==> config.mk <==
export PLATFORM = sky130hd
export DESIGN_NAME = integer_to_text_formatter_core
export DESIGN_NICKNAME = d
export VERILOG_FILES = /design/src/sv/itf_pkg.sv /design/src/sv/itf_front.sv /design/src/sv/itf_queue.sv /design/src/sv/itf_back.sv /design/src/sv/integer_to_text_formatter_core.sv
export SDC_FILE = /design/constraint.sdc
export NUM_CORES = 1
export LEC_CHECK = 0
export ABC_AREA = 1
export CAP_MARGIN = 20
export CELL_PAD_IN_SITES_DETAIL_PLACEMENT = 0
export CELL_PAD_IN_SITES_GLOBAL_PLACEMENT = 1
export CORE_UTILIZATION = 55
export DETAILED_ROUTE_END_ITERATION = 16
export DONT_BUFFER_PORTS = 1
export MAX_ROUTING_LAYER = met4
export PLACE_DENSITY_LB_ADDON = 0.1
export SLEW_MARGIN = 10
export SYNTH_ARGS = -nofsm -noshare
export SYNTH_HDL_FRONTEND = slang
export SYNTH_HIERARCHICAL = 1
export SYNTH_SLANG_ARGS = --single-unit
==> constraint.sdc <==
create_clock -name i_clk -period 28.5 [get_ports i_clk]
set_clock_uncertainty 0.05 [all_clocks]
set_input_delay 1.425 -clock i_clk [delete_from_list [all_inputs] [get_ports i_clk]]
set_output_delay 1.425 -clock i_clk [all_outputs]
set_load 0.02 [all_outputs]
==> src/sv/itf_pkg.sv <==
// itf_pkg: shared types, constants and the digit character function of the integer to text formatter.
// No dependencies; imported by every module of the block.
package itf_pkg;

    localparam int MAX_CHARS_DEF   = 64;
    localparam int DIGIT_DEPTH_DEF = 64;
    localparam int Q_DEPTH         = 2;
    localparam int DIV_STEPS       = 8;   // quotient bits per cycle
    localparam int LEN_W           = 8;   // segment boundaries, total length

    // format flag bit positions
    localparam int FLAG_LJUST      = 0;
    localparam int FLAG_FORCE_SIGN = 1;
    localparam int FLAG_BLANK_SIGN = 2;
    localparam int FLAG_PREFIX     = 3;
    localparam int FLAG_ZPAD       = 4;
    localparam int FLAG_LOWER      = 5;
    localparam int FLAG_SIGNED     = 6;

    localparam logic [7:0] CH_SPACE = 8'h20;
    localparam logic [7:0] CH_PLUS  = 8'h2B;
    localparam logic [7:0] CH_MINUS = 8'h2D;
    localparam logic [7:0] CH_ZERO  = 8'h30;
    localparam logic [7:0] CH_X_UP  = 8'h58;
    localparam logic [7:0] CH_X_LO  = 8'h78;

    typedef struct packed {
        logic [63:0] mag;
        logic [4:0]  base;
        logic [2:0]  sh;       // log2 of base, 0 when not a power of two
        logic [3:0]  mask;
        logic [6:0]  width;
        logic [6:0]  prec;
        logic        sign_len;
        logic [7:0]  sign_ch;
        logic [1:0]  pfx_len;
        logic        left;
        logic        zpad;     // already cancelled by left alignment
        logic        lower;
    } t_item;

    typedef struct packed {
        logic full;
        logic empty;
    } t_q_stat;

    typedef enum logic [2:0] {
        ST_IDLE,
        ST_CONV,
        ST_SETUP_A,
        ST_SETUP_B,
        ST_EMIT
    } t_back_state;

    function automatic logic [7:0] digit_char(input logic [3:0] d, input logic lower);
        logic [7:0] c;
        begin
            if (d < 4'd10) c = CH_ZERO + {4'b0, d};
            else if (lower) c = 8'h61 + {4'b0, d - 4'd10};
            else c = 8'h41 + {4'b0, d - 4'd10};
            return c;
        end
    endfunction

endpackage

==> src/sv/itf_front.sv <==
// itf_front: accepts input items, drops bad bases, works out sign, magnitude and prefix.
// Depends on itf_pkg.
module itf_front (
    input  logic [63:0]          i_value,
    input  logic [4:0]           i_base,
    input  logic [6:0]           i_width,
    input  logic [6:0]           i_precision,
    input  logic [6:0]           i_format_flags,
    input  logic                 i_valid,
    input  itf_pkg::t_q_stat     i_q_stat,
    output logic                 o_stall,
    output logic                 o_push,
    output itf_pkg::t_item       o_item
);
    import itf_pkg::*;

    logic base_ok;
    logic [2:0] sh;

    assign o_stall = i_q_stat.full;
    assign base_ok = (i_base >= 5'd2) && (i_base <= 5'd16);
    assign o_push  = i_valid && !i_q_stat.full && base_ok;

    always_comb begin
        unique case (i_base)
            5'd2:    sh = 3'd1;
            5'd4:    sh = 3'd2;
            5'd8:    sh = 3'd3;
            5'd16:   sh = 3'd4;
            default: sh = 3'd0;
        endcase
    end

    always_comb begin
        o_item          = '0;
        o_item.mag      = i_value;
        o_item.base     = i_base;
        o_item.sh       = sh;
        o_item.mask     = 4'(i_base - 5'd1);
        o_item.width    = i_width;
        o_item.prec     = i_precision;
        o_item.left     = i_format_flags[FLAG_LJUST];
        o_item.zpad     = i_format_flags[FLAG_ZPAD] && !i_format_flags[FLAG_LJUST];
        o_item.lower    = i_format_flags[FLAG_LOWER];
        if (i_format_flags[FLAG_SIGNED]) begin
            if (i_value[63]) begin
                o_item.sign_len = 1'b1;
                o_item.sign_ch  = CH_MINUS;
                o_item.mag      = 64'd0 - i_value;
            end else if (i_format_flags[FLAG_FORCE_SIGN]) begin
                o_item.sign_len = 1'b1;
                o_item.sign_ch  = CH_PLUS;
            end else if (i_format_flags[FLAG_BLANK_SIGN]) begin
                o_item.sign_len = 1'b1;
                o_item.sign_ch  = CH_SPACE;
            end
        end
        if (i_format_flags[FLAG_PREFIX]) begin
            if (i_base == 5'd16) o_item.pfx_len = 2'd2;
            else if (i_base == 5'd8) o_item.pfx_len = 2'd1;
        end
    end

endmodule

==> src/sv/itf_queue.sv <==
// itf_queue: short queue of classified items between front and back.
// Depends on itf_pkg.
module itf_queue (
    input  logic                 i_clk,
    input  logic                 i_rst_n,
    input  logic                 i_push,
    input  itf_pkg::t_item       i_item,
    input  logic                 i_pop,
    output itf_pkg::t_item       o_item,
    output itf_pkg::t_q_stat     o_stat
);
    import itf_pkg::*;

    localparam int PW = $clog2(Q_DEPTH);

    t_item          r_mem [Q_DEPTH];
    logic [PW-1:0]  r_wp;
    logic [PW-1:0]  r_rp;
    logic [PW:0]    r_cnt;

    assign o_item       = r_mem[r_rp];
    assign o_stat.full  = (r_cnt == (PW+1)'(Q_DEPTH));
    assign o_stat.empty = (r_cnt == '0);

    always_ff @(posedge i_clk) begin
        if (!i_rst_n) begin
            r_wp  <= '0;
            r_rp  <= '0;
            r_cnt <= '0;
        end else begin
            if (i_push) r_wp <= (r_wp == PW'(Q_DEPTH-1)) ? '0 : r_wp + 1'b1;
            if (i_pop)  r_rp <= (r_rp == PW'(Q_DEPTH-1)) ? '0 : r_rp + 1'b1;
            if (i_push && !i_pop) r_cnt <= r_cnt + 1'b1;
            else if (i_pop && !i_push) r_cnt <= r_cnt - 1'b1;
        end
    end

    always_ff @(posedge i_clk) begin
        if (i_push) r_mem[r_wp] <= i_item;
    end

endmodule

==> src/sv/itf_back.sv <==
// itf_back: digit extraction, segment layout and character emission.
// Depends on itf_pkg.
module itf_back #(
    parameter int MAX_CHARS   = itf_pkg::MAX_CHARS_DEF,
    parameter int DIGIT_DEPTH = itf_pkg::DIGIT_DEPTH_DEF
) (
    input  logic                 i_clk,
    input  logic                 i_rst_n,
    input  itf_pkg::t_item       i_item,
    input  itf_pkg::t_q_stat     i_q_stat,
    output logic                 o_pop,
    output logic                 o_valid,
    input  logic                 i_stall,
    output logic [7:0]           o_text_char,
    output logic                 o_last,
    output logic                 o_truncated
);
    import itf_pkg::*;

    localparam int CW  = $clog2(MAX_CHARS + 1);
    localparam int NDW = $clog2(DIGIT_DEPTH + 1);
    localparam int SW  = $clog2(DIV_STEPS);

    t_back_state      r_state, n_state;
    t_item            r_it;
    logic [63:0]      r_mag;
    logic [3:0]       r_rem;
    logic [SW-1:0]    r_sub;
    logic [NDW-1:0]   r_ndig;
    logic [3:0]       r_dig [DIGIT_DEPTH];
    logic [6:0]       r_lead, r_pad, r_trail, r_precz;
    logic [LEN_W-1:0] r_b1, r_b2, r_b3, r_b5, r_b6;
    logic [CW-1:0]    r_count;
    logic             r_trunc;
    logic [CW-1:0]    r_pos;
    logic             r_out_valid;
    logic [7:0]       r_char;
    logic             r_last, r_trunc_out;

    logic [63:0]      q_next;
    logic [3:0]       rem_next;
    logic             dig_done, conv_done, emit_go, emit_end;
    logic [3:0]       dig_val;
    logic [63:0]      mag_after;
    logic [6:0]       pe;
    logic [8:0]       room;
    logic [6:0]       rpos;
    logic [LEN_W-1:0] b1, b2, b3, b4, b5, b6, total, pos_w;
    logic [7:0]       ch;
    logic             in_dig;

    // eight restoring division steps per cycle, remainder stays below base
    always_comb begin
        logic [4:0] t;
        logic [3:0] rem;
        logic [63:0] q;
        rem = r_rem;
        q   = r_mag;
        for (int k = 0; k < DIV_STEPS; k++) begin
            t = {rem, q[63]};
            q = {q[62:0], 1'b0};
            if (t >= r_it.base) begin
                t    = t - r_it.base;
                q[0] = 1'b1;
            end
            rem = t[3:0];
        end
        q_next   = q;
        rem_next = rem;
    end

    always_comb begin
        if (r_it.sh != 3'd0) begin
            dig_done  = 1'b1;
            dig_val   = r_mag[3:0] & r_it.mask;
            mag_after = r_mag >> r_it.sh;
        end else begin
            dig_done  = (r_sub == SW'(DIV_STEPS - 1));
            dig_val   = rem_next;
            mag_after = q_next;
        end
    end

    // layout: lead spaces, sign, prefix, pad, precision zeros, digits, trailing spaces
    always_comb begin
        pe    = (r_it.prec > 7'(r_ndig)) ? r_it.prec : 7'(r_ndig);
        room  = {2'b0, r_it.width} - {8'b0, r_it.sign_len} - {7'b0, r_it.pfx_len}
                - {2'b0, pe};
        rpos  = (room[8] || room == 9'd0) ? 7'd0 : room[6:0];
        b1    = LEN_W'(r_lead);
        b2    = b1 + LEN_W'(r_it.sign_len);
        b3    = b2 + LEN_W'(r_it.pfx_len);
        b4    = b3 + LEN_W'(r_pad);
        b5    = b4 + LEN_W'(r_precz);
        b6    = b5 + LEN_W'(r_ndig);
        total = b6 + LEN_W'(r_trail);
        pos_w = LEN_W'(r_pos);
    end

    always_comb begin
        in_dig = 1'b0;
        if (pos_w < r_b1) ch = CH_SPACE;
        else if (pos_w < r_b2) ch = r_it.sign_ch;
        else if (pos_w < r_b3) begin
            if (r_it.pfx_len == 2'd1 || pos_w == r_b2) ch = CH_ZERO;
            else ch = r_it.lower ? CH_X_LO : CH_X_UP;
        end else if (pos_w < r_b5) ch = CH_ZERO;
        else if (pos_w < r_b6) begin
            ch     = digit_char(r_dig[0], r_it.lower);
            in_dig = 1'b1;
        end else ch = CH_SPACE;
    end

    // control outputs
    always_comb begin
        o_pop     = (r_state == ST_IDLE) && !i_q_stat.empty;
        conv_done = (r_state == ST_CONV) && dig_done &&
                    (mag_after == 64'd0 || r_ndig == NDW'(DIGIT_DEPTH - 1));
        emit_go   = (r_state == ST_EMIT) && (!r_out_valid || !i_stall);
        emit_end  = emit_go && (r_pos == r_count - 1'b1);
    end

    always_comb begin
        n_state = r_state;
        unique case (r_state)
            ST_IDLE:    if (o_pop) n_state = ST_CONV;
            ST_CONV:    if (conv_done) n_state = ST_SETUP_A;
            ST_SETUP_A: n_state = ST_SETUP_B;
            ST_SETUP_B: n_state = ST_EMIT;
            ST_EMIT:    if (emit_end) n_state = ST_IDLE;
            default:    n_state = ST_IDLE;
        endcase
    end

    always_ff @(posedge i_clk) begin
        if (!i_rst_n) begin
            r_state     <= ST_IDLE;
            r_out_valid <= 1'b0;
        end else begin
            r_state <= n_state;
            if (!r_out_valid || !i_stall) r_out_valid <= emit_go;
        end
    end

    always_ff @(posedge i_clk) begin
        if (o_pop) begin
            r_it   <= i_item;
            r_mag  <= i_item.mag;
            r_rem  <= '0;
            r_sub  <= '0;
            r_ndig <= '0;
        end
        if (r_state == ST_CONV) begin
            if (dig_done) begin
                r_mag  <= mag_after;
                r_rem  <= '0;
                r_sub  <= '0;
                r_ndig <= r_ndig + 1'b1;
                r_dig[0] <= dig_val;
                for (int i = 1; i < DIGIT_DEPTH; i++) r_dig[i] <= r_dig[i-1];
            end else begin
                // only the divider path gets here
                r_sub <= r_sub + 1'b1;
                r_mag <= q_next;
                r_rem <= rem_next;
            end
        end
        if (r_state == ST_SETUP_A) begin
            r_precz <= pe - 7'(r_ndig);
            r_lead  <= (!r_it.left && !r_it.zpad) ? rpos : 7'd0;
            r_pad   <= r_it.zpad ? rpos : 7'd0;
            r_trail <= r_it.left ? rpos : 7'd0;
        end
        if (r_state == ST_SETUP_B) begin
            r_b1    <= b1;
            r_b2    <= b2;
            r_b3    <= b3;
            r_b5    <= b5;
            r_b6    <= b6;
            r_count <= (total > LEN_W'(MAX_CHARS)) ? CW'(MAX_CHARS) : CW'(total);
            r_trunc <= (total > LEN_W'(MAX_CHARS));
            r_pos   <= '0;
        end
        if (emit_go) begin
            r_char      <= ch;
            r_last      <= emit_end;
            r_trunc_out <= emit_end && r_trunc;
            r_pos       <= r_pos + 1'b1;
            if (in_dig) begin
                for (int i = 0; i < DIGIT_DEPTH - 1; i++) r_dig[i] <= r_dig[i+1];
                r_dig[DIGIT_DEPTH-1] <= 4'd0;
            end
        end
    end

    assign o_valid     = r_out_valid;
    assign o_text_char = r_char;
    assign o_last      = r_last;
    assign o_truncated = r_trunc_out;

endmodule

==> src/sv/integer_to_text_formatter_core.sv <==
// integer_to_text_formatter_core: printf style integer formatter, text emitted one character at a time.
// Order with the back end idle: pop from the queue, digit conversion, layout (ST_SETUP_A,
// ST_SETUP_B), then the output register that shows the first character. Bases 2/4/8/16 take
// digits by shift and mask, other bases use the shared restoring divider (8 quotient bits a
// cycle; base 3 worst, 41 digits). Throughput: 1 character per cycle while emitting and the
// receiver does not stall; a 2-deep queue takes the next requests while the back end works.
// Reset: synchronous, active low, clears the queue, the back-end state machine and output valid.
module integer_to_text_formatter_core #(
    parameter int MAX_CHARS   = itf_pkg::MAX_CHARS_DEF,
    parameter int DIGIT_DEPTH = itf_pkg::DIGIT_DEPTH_DEF
) (
    input  logic        i_clk,
    input  logic        i_rst_n,
    input  logic        i_valid,
    output logic        o_stall,
    input  logic [63:0] i_value,
    input  logic [4:0]  i_base,
    input  logic [6:0]  i_width,
    input  logic [6:0]  i_precision,
    input  logic [6:0]  i_format_flags,
    output logic        o_valid,
    input  logic        i_stall,
    output logic [7:0]  o_text_char,
    output logic        o_last,
    output logic        o_truncated
);
    import itf_pkg::*;

    t_item   push_item, head_item;
    t_q_stat q_stat;
    logic    q_push, q_pop;

    // front: classify, drop out of range bases (they give no text)
    itf_front u_front (
        .i_value        (i_value),
        .i_base         (i_base),
        .i_width        (i_width),
        .i_precision    (i_precision),
        .i_format_flags (i_format_flags),
        .i_valid        (i_valid),
        .i_q_stat       (q_stat),
        .o_stall        (o_stall),
        .o_push         (q_push),
        .o_item         (push_item)
    );

    // queue decouples the front from the slow back end
    itf_queue u_queue (
        .i_clk   (i_clk),
        .i_rst_n (i_rst_n),
        .i_push  (q_push),
        .i_item  (push_item),
        .i_pop   (q_pop),
        .o_item  (head_item),
        .o_stat  (q_stat)
    );

    // back: digits, layout, emission through an output register
    itf_back #(
        .MAX_CHARS   (MAX_CHARS),
        .DIGIT_DEPTH (DIGIT_DEPTH)
    ) u_back (
        .i_clk       (i_clk),
        .i_rst_n     (i_rst_n),
        .i_item      (head_item),
        .i_q_stat    (q_stat),
        .o_pop       (q_pop),
        .o_valid     (o_valid),
        .i_stall     (i_stall),
        .o_text_char (o_text_char),
        .o_last      (o_last),
        .o_truncated (o_truncated)
    );

    a_no_overflow: assert property (@(posedge i_clk) disable iff (!i_rst_n)
        q_push |-> !q_stat.full) else $error("queue push while full");

    a_no_underflow: assert property (@(posedge i_clk) disable iff (!i_rst_n)
        q_pop |-> !q_stat.empty) else $error("queue pop while empty");

    a_trunc_on_last: assert property (@(posedge i_clk) disable iff (!i_rst_n)
        (o_valid && o_truncated) |-> o_last) else $error("truncated flag off the last char");

endmodule

Yosys cells after proc, flatten, opt, wreduce, memory -nomap -nowiden. Memories as Yosys holds them, arrays and structs flattened. A register that Yosys moved wholly into a read port is not among the register bits. Index checks and enable logic that the tools add are counted.

Equal/unequal tests: 17. Reduce and logical (&&, ||, !) cells: 35. Bitwise logic cells: 65. Muxes and demuxes: 140. Order comparisons: 18. Shift operators: 1. Add/sub/neg operators: 32.

Operator list (count): 2-to-1 mux 64 bit (6); 2-to-1 mux 4 bit (76); zero test 64 bit (1); bitwise OR 1 bit (64); right shift 64 x 3 -> 64 bit (1); subtractor 1 x 64 -> 64 bit (first input constant) (1); 2-to-1 mux 8 bit (7); 2-to-1 mux 7 bit (7); greater-or-equal comparator 5 bit (8); 2-to-1 mux 9 bit (4); adder 8 x 7 -> 8 bit (4); < comparator 7 x 8 -> 1 bit (4); subtractor 4 bit (8); 2-to-1 mux 1 bit (27); 2-to-1 mux 3 bit (6); adder 7 x 4 -> 8 bit (first input constant) (2); case mux 3 bit (5 select lines) (1); adder 7 x 1 -> 7 bit (second input constant) (2); logical AND 1 bit (13); case mux 3 bit (4 select lines) (1); zero test 1 bit (9); zero test 9 bit (1); subtractor 9 x 2 -> 9 bit (1); subtractor 9 x 7 -> 9 bit (1); 41 further kinds (53).

Memory bits (writable): 464. Output and inout port bits: 12. Word-level logic and storage cells: 345. Memories: 2. Bits in registers: 218. Input bits: 94.

Memory list: u_back.r_dig (depth 64, bits a word 4, rd ports 64, clocked after memory_dff 0, wr ports 64, RTL line itf_back.sv:30) `logic [3:0] r_dig [DIGIT_DEPTH];`; u_queue.r_mem (depth 2, bits a word 104, rd ports 1, clocked after memory_dff 1, wr ports 1, RTL line itf_queue.sv:16) `t_item r_mem [Q_DEPTH];`.

Logic depth before layout (Yosys ltp). Gate-level depths: netlist of run 1.

Word-level depth: 22. Mapped depth: 77. Gate-level depth less buffers: 77.

Cells and area by module. The synthesis of run 1 kept the hierarchy.

Modules (own cells, without submodules): itf_back (area each 26894.5 um^2, sequential area each 14003.4 um^2, cells an instance 2896, times used 1); itf_queue (area each 7983.9 um^2, sequential area each 6346.1 um^2, cells an instance 359, times used 1); itf_front (area each 2851.5 um^2, sequential area each 0.0 um^2, cells an instance 564, times used 1).

Worst setup path before layout of run 1. No wires, ideal clock.

Path type: reg2reg. Start: reg u_back/r_it[36] (netlist bit). End: reg u_back.r_state[0]. Buffers on the path: 0. Data arrival time: 9.407 ns. Setup time: 0.109 ns. Required time: 28.341 ns. Stages on the path, launching flop included: 74. Clock period less this slack: 9.566 ns. Setup slack: 18.934 ns. Path through: edfxtp_1 inv_1 ha_1 nand2_1 inv_1 nand3_1 nand2_1 nor2_1 inv_1 nor2_1 a21oi_1 ha_1 nand2_1 inv_1 nand3_1 nand2_1 nor2_1 o21ai_0 [... 38 more ...] nor2_1 nand2_1 o21a_1 ha_1 nand2_1 nand2_1 a21oi_1 nand3_1 a21oi_1 nand2_1 nor2_1 nand3_1 nor2_1 nand2_1 nand2_1 nand3_1 nand2_1 inv_1.

Word-level cells in the longest chain between the ends: 22. Elaborated cells between the ends (all ways): 36. Those cells by class: 7 x add/sub; 8 x order compare; 1 x eq/ne; 16 x mux; 4 x reduce/logical.

RTL lines: start, declared (RTL line itf_back.sv:25) `t_item r_it;`; start signal, assigned (RTL line itf_back.sv:147) `r_it <= i_item;`; subtractor 4 bit / greater-or-equal comparator 5 bit (equally long branches) (RTL line itf_back.sv:63, itf_back.sv:62); 2-to-1 mux 4 bit (RTL line itf_back.sv:62) `if (t >= r_it.base) begin`; subtractor 4 bit / greater-or-equal comparator 5 bit (equally long branches) (RTL line itf_back.sv:63, itf_back.sv:62); 2-to-1 mux 4 bit (RTL line itf_back.sv:62); subtractor 4 bit / greater-or-equal comparator 5 bit (equally long branches) (RTL line itf_back.sv:63, itf_back.sv:62); 2-to-1 mux 4 bit (RTL line itf_back.sv:62); greater-or-equal comparator 5 bit / subtractor 4 bit (equally long branches) (RTL line itf_back.sv:62, itf_back.sv:63); 2-to-1 mux 4 bit (RTL line itf_back.sv:62); [... 6 more ...]; greater-or-equal comparator 5 bit (RTL line itf_back.sv:62); 2-to-1 mux 1 bit (RTL line itf_back.sv:62); 2-to-1 mux 64 bit (*) (RTL line itf_back.sv:73) `if (r_it.sh != 3'd0) begin`; zero test 64 bit (*) (RTL line itf_back.sv:118) `(mag_after == 64'd0 || r_ndig == NDW'(DIGIT_DEPTH - 1));`; logical OR 1 bit (*) (RTL line itf_back.sv:118); logical AND 1 bit (*) (RTL line itf_back.sv:117) `conv_done = (r_state == ST_CONV) && dig_done &&`; != test 2 x 1 -> 1 bit (no source line) (*); AND reduction 3 bit (no source line) (*); end signal, assigned (RTL line itf_back.sv:140) `r_state <= n_state;`; end, declared (RTL line itf_back.sv:24) `t_back_state r_state, n_state;`.

Mark *: on every way between the ends. The rest lies on a longest branch, timed or not. A chain may end at the register's enable or synchronous reset.

Worst setup path in the final report of run 1. Ends and elaborated chain as after synthesis.

==> results of run 1 <==
[area by class of cell]
cell class / count / share of cell area (%)
Clock inverter: 42 / 1.10
Inverter: 436 / 4.06
Tap cell: 873 / 2.70
Timing Repair Buffer: 22 / 0.470
Sequential cell: 683 / 50.3
Clock buffer: 98 / 4.93
Multi-Input combinational cell: 2542 / 36.4
[synth_stat cells, types with 2 or more instances]
cell type,count
inv_2,6
o21ai_2,3
buf_6,34
mux2_4,60
nor2_1,358
nand2_2,8
o21ai_0,148
fa_1,22
ha_1,136
o21bai_1,4
nor2_4,7
nand2_1,898
mux2_2,116
nand3_4,4
nor3_1,12
buf_2,43
mux2i_1,3
nor2_2,14
nand2_4,4
o211ai_1,4
o21a_1,3
and2_1,3
a22oi_1,4
o2111ai_1,2
buf_4,37
dfxtp_1,16
nand3_1,367
nor4_1,3
xor2_1,69
a21o_1,5
nand3b_1,17
edfxtp_1,667
nand4_1,31
clkbuf_1,38
inv_1,429
a31oi_1,6
o21ai_1,20
a21oi_1,150
xnor2_1,35
nor3b_1,3
buf_1,7
o21ai_4,3
[worst paths after layout]
| check | depth (start not counted) | endpoint | slack, ns |
|---|---|---|---|
| worst max-delay path | 73 | u_back/r_state[0]$_SDFFE_PN0P_ | 16.72 |
| worst min-delay path | 0 | u_back/r_b1[0]$_DFFE_PP_ | 0.43 |
| worst max register to register | 73 | u_back/r_state[0]$_SDFFE_PN0P_ | 16.72 |
| worst min register to register | 0 | u_back/r_b1[0]$_DFFE_PP_ | 0.43 |
[worst reg2reg max path: cells and delay by family, from the launching register on]
family / cells / cell delay (ns)
AO/OA/AOI/OAI: 6 / 1.27
adder cells (fa/ha/maj): 8 / 2.61
buffers and inverters: 16 / 1.36
flip-flops: 1 / 0.68
multiplexers: 2 / 0.51
AND/OR/NAND/NOR: 41 / 5.21
[through the flow]
stage / cell area (um^2) / worst slack (ns) / instances
floorplan: 37700 / 18.93 / 3821
global placement: 38000 / 17.03 / 4555
detailed placement: 38000 / 16.66 / 4555
CTS: 40400 / 16.62 / 4695
global route: 40500 / 15.17 / 4696
finish: 40500 / 16.72 / 4696
[cells by family (layout without fill, tap and decap cells)]
group | count (synthesis) | after routing
flip-flops | 683 | 683
multiplexers | 179 | 179
XOR/XNOR | 106 | 106
AND/OR/NAND/NOR | 1734 | 1734
buffers and inverters | 596 | 598
AO/OA/AOI/OAI | 362 | 362
other | 1 | 3
adder cells (fa/ha/maj) | 158 | 158
[state kept, by name, summed over array words and instances, names as in the netlist, 8 cells and up, named ones only]
| signal | count |
|---|---|
| u_back/o_text_char | 8 |
| u_back/r_b2 | 8 |
| u_back/r_b3 | 8 |
| u_back/r_b5 | 8 |
| u_back/r_b6 | 8 |
| u_back/r_dig | 256 |
| u_back/r_it | 40 |
| u_back/r_mag | 64 |
| u_queue/r_mem | 208 |
[per-layer routing]
metal  vias up  GRT usage, %
li1      12749             -
met4         0          12.3
met5         -             -
met2       663          45.5
met1     12539          34.0
met3       194          3.93
==> flow_summary.json, run 1 <==
{
  "cp_num_buf_inv": 16,
  "netlist-cell-type-count": 62,
  "slowest_stage": "edfxtp_1",
  "ys_seq_area_share_pct": 53.9,
  "maxCapViolations": 0,
  "startpoint_type": "register",
  "setup_tns_ns": 0,
  "crit_path_start": "u_back/r_it[36]$_DFFE_PP_",
  "wl_met3_mm": 4.78,
  "cts_max_level": 3,
  "finalHoldViolCount": 0,
  "wl_met1_mm": 38.8,
  "synth_compound_area_share_pct": 5.21,
  "period_minus_slack_ns": 11.78,
  "num_rows": 95,
  "io_pins": 106,
  "async_reset_ff_share_pct": 0,
  "setup_viol": 0,
  "synthXorXnorAreaFrac_pct": 2.53,
  "hp-start": "u_back/r_lead[0]$_SDFFCE_PN0N_",
  "yosys_most_used_dff": "edfxtp_1",
  "drv_slew": 0,
  "die_area_um2": 69700,
  "fin_util_pct": 59.9,
  "slowest_delay_ns": 0.68,
  "arrival_ns": 12.25,
  "drt_iter0_markers": 2084,
  "grt_pass1_vias": 26090,
  "firstDrtPassIters": 6,
  "initial_core_util_pct": 55.9,
  "core_area_um2": 67500,
  "yosys-mux-area-fraction_pct": 5.93,
  "grt_pass1_wl_mm": 145,
  "yosysWarnings": 6,
  "synthCells": 3819,
  "gp_congestion": 1.07,
  "fp.dieW_um": 264,
  "final_nets": 4013,
  "path_clk_slew_ns": 0.06,
  "endpoint_kind": "register",
  "final.period_utilization_pct": 41.3,
  "multi_input_area_um2": 14800,
  "layout-drive-gt1-share_pct": 9.73,
  "met2_length_mm": 45.3,
  "cts_resized": 0,
  "seqCellArea_um2": 20400,
  "portBuffers": 0,
  "die_h_um": 264,
  "worstMarginPinSlew_ns": 1.16,
  "vias": 26145,
  "min_path_type": "register to register",
  "worstPathMaxFanout": 10,
  "synth-edff-count": 667,
  "top_layer": "met4",
  "drcViolationCount": 0,
  "hold_buffers": 0,
  "r2r_start": "u_back/r_it[36]$_DFFE_PP_",
  "hpwl_mm": 67.4,
  "rsz0062_at_grt": "false",
  "synth_top_area_share_pct": 53.1,
  "cts_buffers": 76,
  "wl_mm": 93.0,
  "cp.required_ns": 28.97,
  "cts_setup_buffers": 0,
  "root_buffer": "clkbuf_16",
  "relSlewSlack_pct": 22.8,
  "ant_nets": 0,
  "avgRoutedWirePerCell_um": 19.8,
  "crit_top_cell": "nand2_1",
  "via_per_inst": 5.57,
  "grt_max_degree": 196,
  "synthSimpleGateAreaFrac_pct": 19.6,
  "synth_top_family_by_area": "simple AND/OR/NAND/NOR gates",
  "avgSynthCellArea_um2": 9.88,
  "max_freq_mhz": 84.9,
  "insertion_delay_ns": 0.63,
  "grt_util_all_layers_pct": 27.6,
  "fillers": 5726,
  "clock_sinks": 683,
  "status": "complete, no violations",
  "final_cell_mix": "895 x nand2_1, 667 x edfxtp_1, 426 x inv_1, 367 x nand3_1, 355 x nor2_1",
  "synth_fa_ha_area_share_pct": 5.68,
  "antenna_found_initial": 0,
  "area_growth_pct": 7.26,
  "crit_type": "register to register",
  "clock_path_buffers": 3,
  "gr-total-overflow": 0,
  "cts_tree": "yes",
  "yosys.area.top_type": "edfxtp_1",
  "yosys_register_bits": 683,
  "crit_family": "simple AND/OR/NAND/NOR gates",
  "layout_commonest_cell": "nand2_1",
  "netlist_area_um2": 37700,
  "whs_ns": 0.433,
  "diodes": 0,
  "yosys-top-cells-area": "edfxtp_1 53%, nand2_1 8.9%, nand3_1 4.9%"
}
Power of run 1 is left out: the tool's default activity adds up to more than one toggle a clock period on the data nets, which glitch-free logic cannot reach.
==> inputs of run 2 (changes only) <==
ABC_AREA = 0   (was 1)
CORE_UTILIZATION = 48   (was 55)
clock period = 10.6 ns   (was 28.5 ns; I/O delays follow)
==> run 2 against run 1 <==
Cell area rose by 2.5%. Area after synthesis shrank 2.3%. Sequential cell count is the same. Synthesized cell count fell by 21%. First-iteration DRC count decreased by 17%. Critical path type unchanged. Highest routed layer unchanged. Register-to-register slack lost 16 ns.
==> flow_summary.json, run 2 <==
{
  "finalHoldViolCount": 0,
  "ant_nets": 0,
  "fin_cells": 4153,
  "clock_sinks": 683,
  "gp_congestion": 0.887,
  "io_pins": 106,
  "area_growth_pct": 12.4,
  "regMostFlops": "u_back/r_dig",
  "die_area_um2": 77900,
  "ys_seq_area_share_pct": 55.2,
  "drcViolationCount": 0,
  "relSlewSlack_pct": 21.3,
  "status": "complete, no violations",
  "endpoint_kind": "register",
  "dp.cells": 3954,
  "netlist-cell-type-count": 83,
  "period_minus_slack_ns": 10.33,
  "yosys-top-cells-area": "edfxtp_1 54%, mux2_2 6.8%, nand2_1 5.3%",
  "vias": 23608,
  "final_nets": 3306,
  "antenna_found_initial": 2,
  "avgRoutedWirePerCell_um": 22.7,
  "ys_top_cells_by_count": "667 x edfxtp_1, 518 x nand2_1, 224 x mux2_2",
  "crit_top_cell": "ha_4",
  "num_rows": 101,
  "synthCells": 3022,
  "grt_util_all_layers_pct": 24.7,
  "grt_max_degree": 141,
  "netlist_area_um2": 36900,
  "clock_path_buffers": 3,
  "cts_buffers": 77,
  "layout-drive-gt1-share_pct": 19.6,
  "fp.dieW_um": 279,
  "startpoint_type": "register",
  "crit_type": "register to register",
  "insertion_delay_ns": 0.64,
  "maxCapViolations": 0,
  "largest_reg_flops": 256,
  "via_per_inst": 5.68,
  "min_path_type": "input port to register",
  "gr-total-overflow": 0,
  "grt_pass1_vias": 23616,
  "fillers": 6449,
  "synth-edff-count": 667,
  "slowest_delay_ns": 0.40,
  "max_freq_mhz": 96.8,
  "final_cell_mix": "667 x edfxtp_1, 515 x nand2_1, 215 x mux2_2, 150 x inv_1, 129 x nor2_1",
  "cts_max_level": 3,
  "yosysMostFrequentCell": "edfxtp_1",
  "hpwl_mm": 65.3,
  "yosys_most_used_dff": "edfxtp_1",
  "yosys_register_bits": 683,
  "firstDrtPassIters": 5,
  "drv_slew": 0,
  "core_area_um2": 75900,
  "worstMarginPinSlew_ns": 1.18,
  "cp.required_ns": 10.93,
  "portBuffers": 0,
  "die_h_um": 279,
  "root_buffer": "clkbuf_16",
  "rsz0062_at_grt": "true",
  "final.period_utilization_pct": 97.5,
  "arrival_ns": 10.66,
  "layout_commonest_cell": "edfxtp_1",
  "synth_top_area_share_pct": 54.3,
  "wl_mm": 94.2,
  "path_clk_slew_ns": 0.06,
  "cts_tree": "yes",
  "avgSynthCellArea_um2": 12.2,
  "yosysWarnings": 6,
  "grt_pass1_wl_mm": 142,
  "slowest_stage": "edfxtp_1",
  "worstPathMaxFanout": 6,
  "top_regs": "u_back/r_dig x256, u_queue/r_mem x208, u_back/r_mag x64",
  "drt_iter0_markers": 1720,
  "yosys.area.top_type": "edfxtp_1",
  "setup_viol": 0,
  "async_reset_ff_share_pct": 0,
  "initial_core_util_pct": 48.6
}
## run 2: cell count changes after synthesis, moves of 43 or more
cell / previous run / this run
nand2_1: 898 / 518
nand3_1: 367 / 32
inv_1: 429 / 159
nor2_1: 358 / 132
mux2_2: 116 / 224
mux2i_1: 3 / 73
o21ai_0: 148 / 93
a21oi_1: 150 / 107
## run 2: kinds of logic after synthesis
group	after synthesis	synth area share (%)
compound gates	416	7.23
xor+xnor	147	3.49
fa+ha+maj	158	5.81
buf+inv	313	3.87
flops	683	55.2
mux	393	13.2
other cells	1	0.0102
simple gates	911	11.2
## run 2: final cells by class
cell class                 instances  area (um^2)  share of cell area [%]
timing repair buffer             105          868                    2.09
tap                             1030         1290                    3.11
clock inverter                    50          653                    1.58
inverter                         159          604                    1.46
sequential                       683        20400                    49.1
multi-input combinational       2028        15700                    37.8
clock buffer                      94         2000                    4.83
antenna                            4         10.0                  0.0241
## run 2: routing by layer
layer / vias up / track usage, % / part of all wire, %
met3: 120 / 3.60 / 5.2
met1: 11815 / 32.5 / 44
met4: 0 / 8.27 / 2.7
li1: 11071 / - / -
met2: 602 / 39.1 / 48
met5: - / - / 0
## run 2: stage by stage
step,hold WS (ns),cell area [um^2],utilization [%],setup TNS (ns),setup WS [ns]
2_1_floorplan,0.381,36900,-,0,0.00779
5_1_grt,0.0345,41500,54.6,-0.544,-0.169
6_report,0.0479,41500,54.6,0,0.269
3_5_place_dp,0.389,37900,49.9,-2.98,-0.535
4_1_cts,0.00979,41000,53.9,0,0.00280
3_3_place_gp,0.394,37900,49.9,-1.18,-0.276
## run 2: timing repair
action | in CTS | in global routing
buffers inserted | 4 | 23
endpoints found under the setup margin | 10 | 11
pin swaps | 14 | 36
hold endpoints to repair | 51 | 0
gates resized for setup | 35 | 54
hold buffers | 24 | 0
## run 2: worst paths after layout
kind | from | end | slack, ns | depth (start not counted)
worst max-delay path | u_back/r_mag[63]$_DFFE_PP_ | u_back/r_dig[0][1]$_DFFE_PP_ | 0.27 | 49
worst min-delay path | i_base[4] | u_queue/r_mem[0][32]$_DFFE_PP_ | 0.05 | 1
worst max register to register | u_back/r_mag[63]$_DFFE_PP_ | u_back/r_dig[0][1]$_DFFE_PP_ | 0.27 | 49
worst min register to register | u_back/r_lead[0]$_SDFFCE_PN0N_ | u_back/r_b1[0]$_DFFE_PP_ | 0.40 | 0
## run 2: worst max-delay path: cells and delay by family, from the launching register on
kind	cells	cell delay [ns]
AO/OA/AOI/OAI	21	3.94
multiplexers	8	2.45
adder cells (fa/ha/maj)	8	1.85
buffers and inverters	9	1.03
flip-flops	1	0.40
AND/OR/NAND/NOR	3	0.29
Power of run 2 is left out for the same reason.
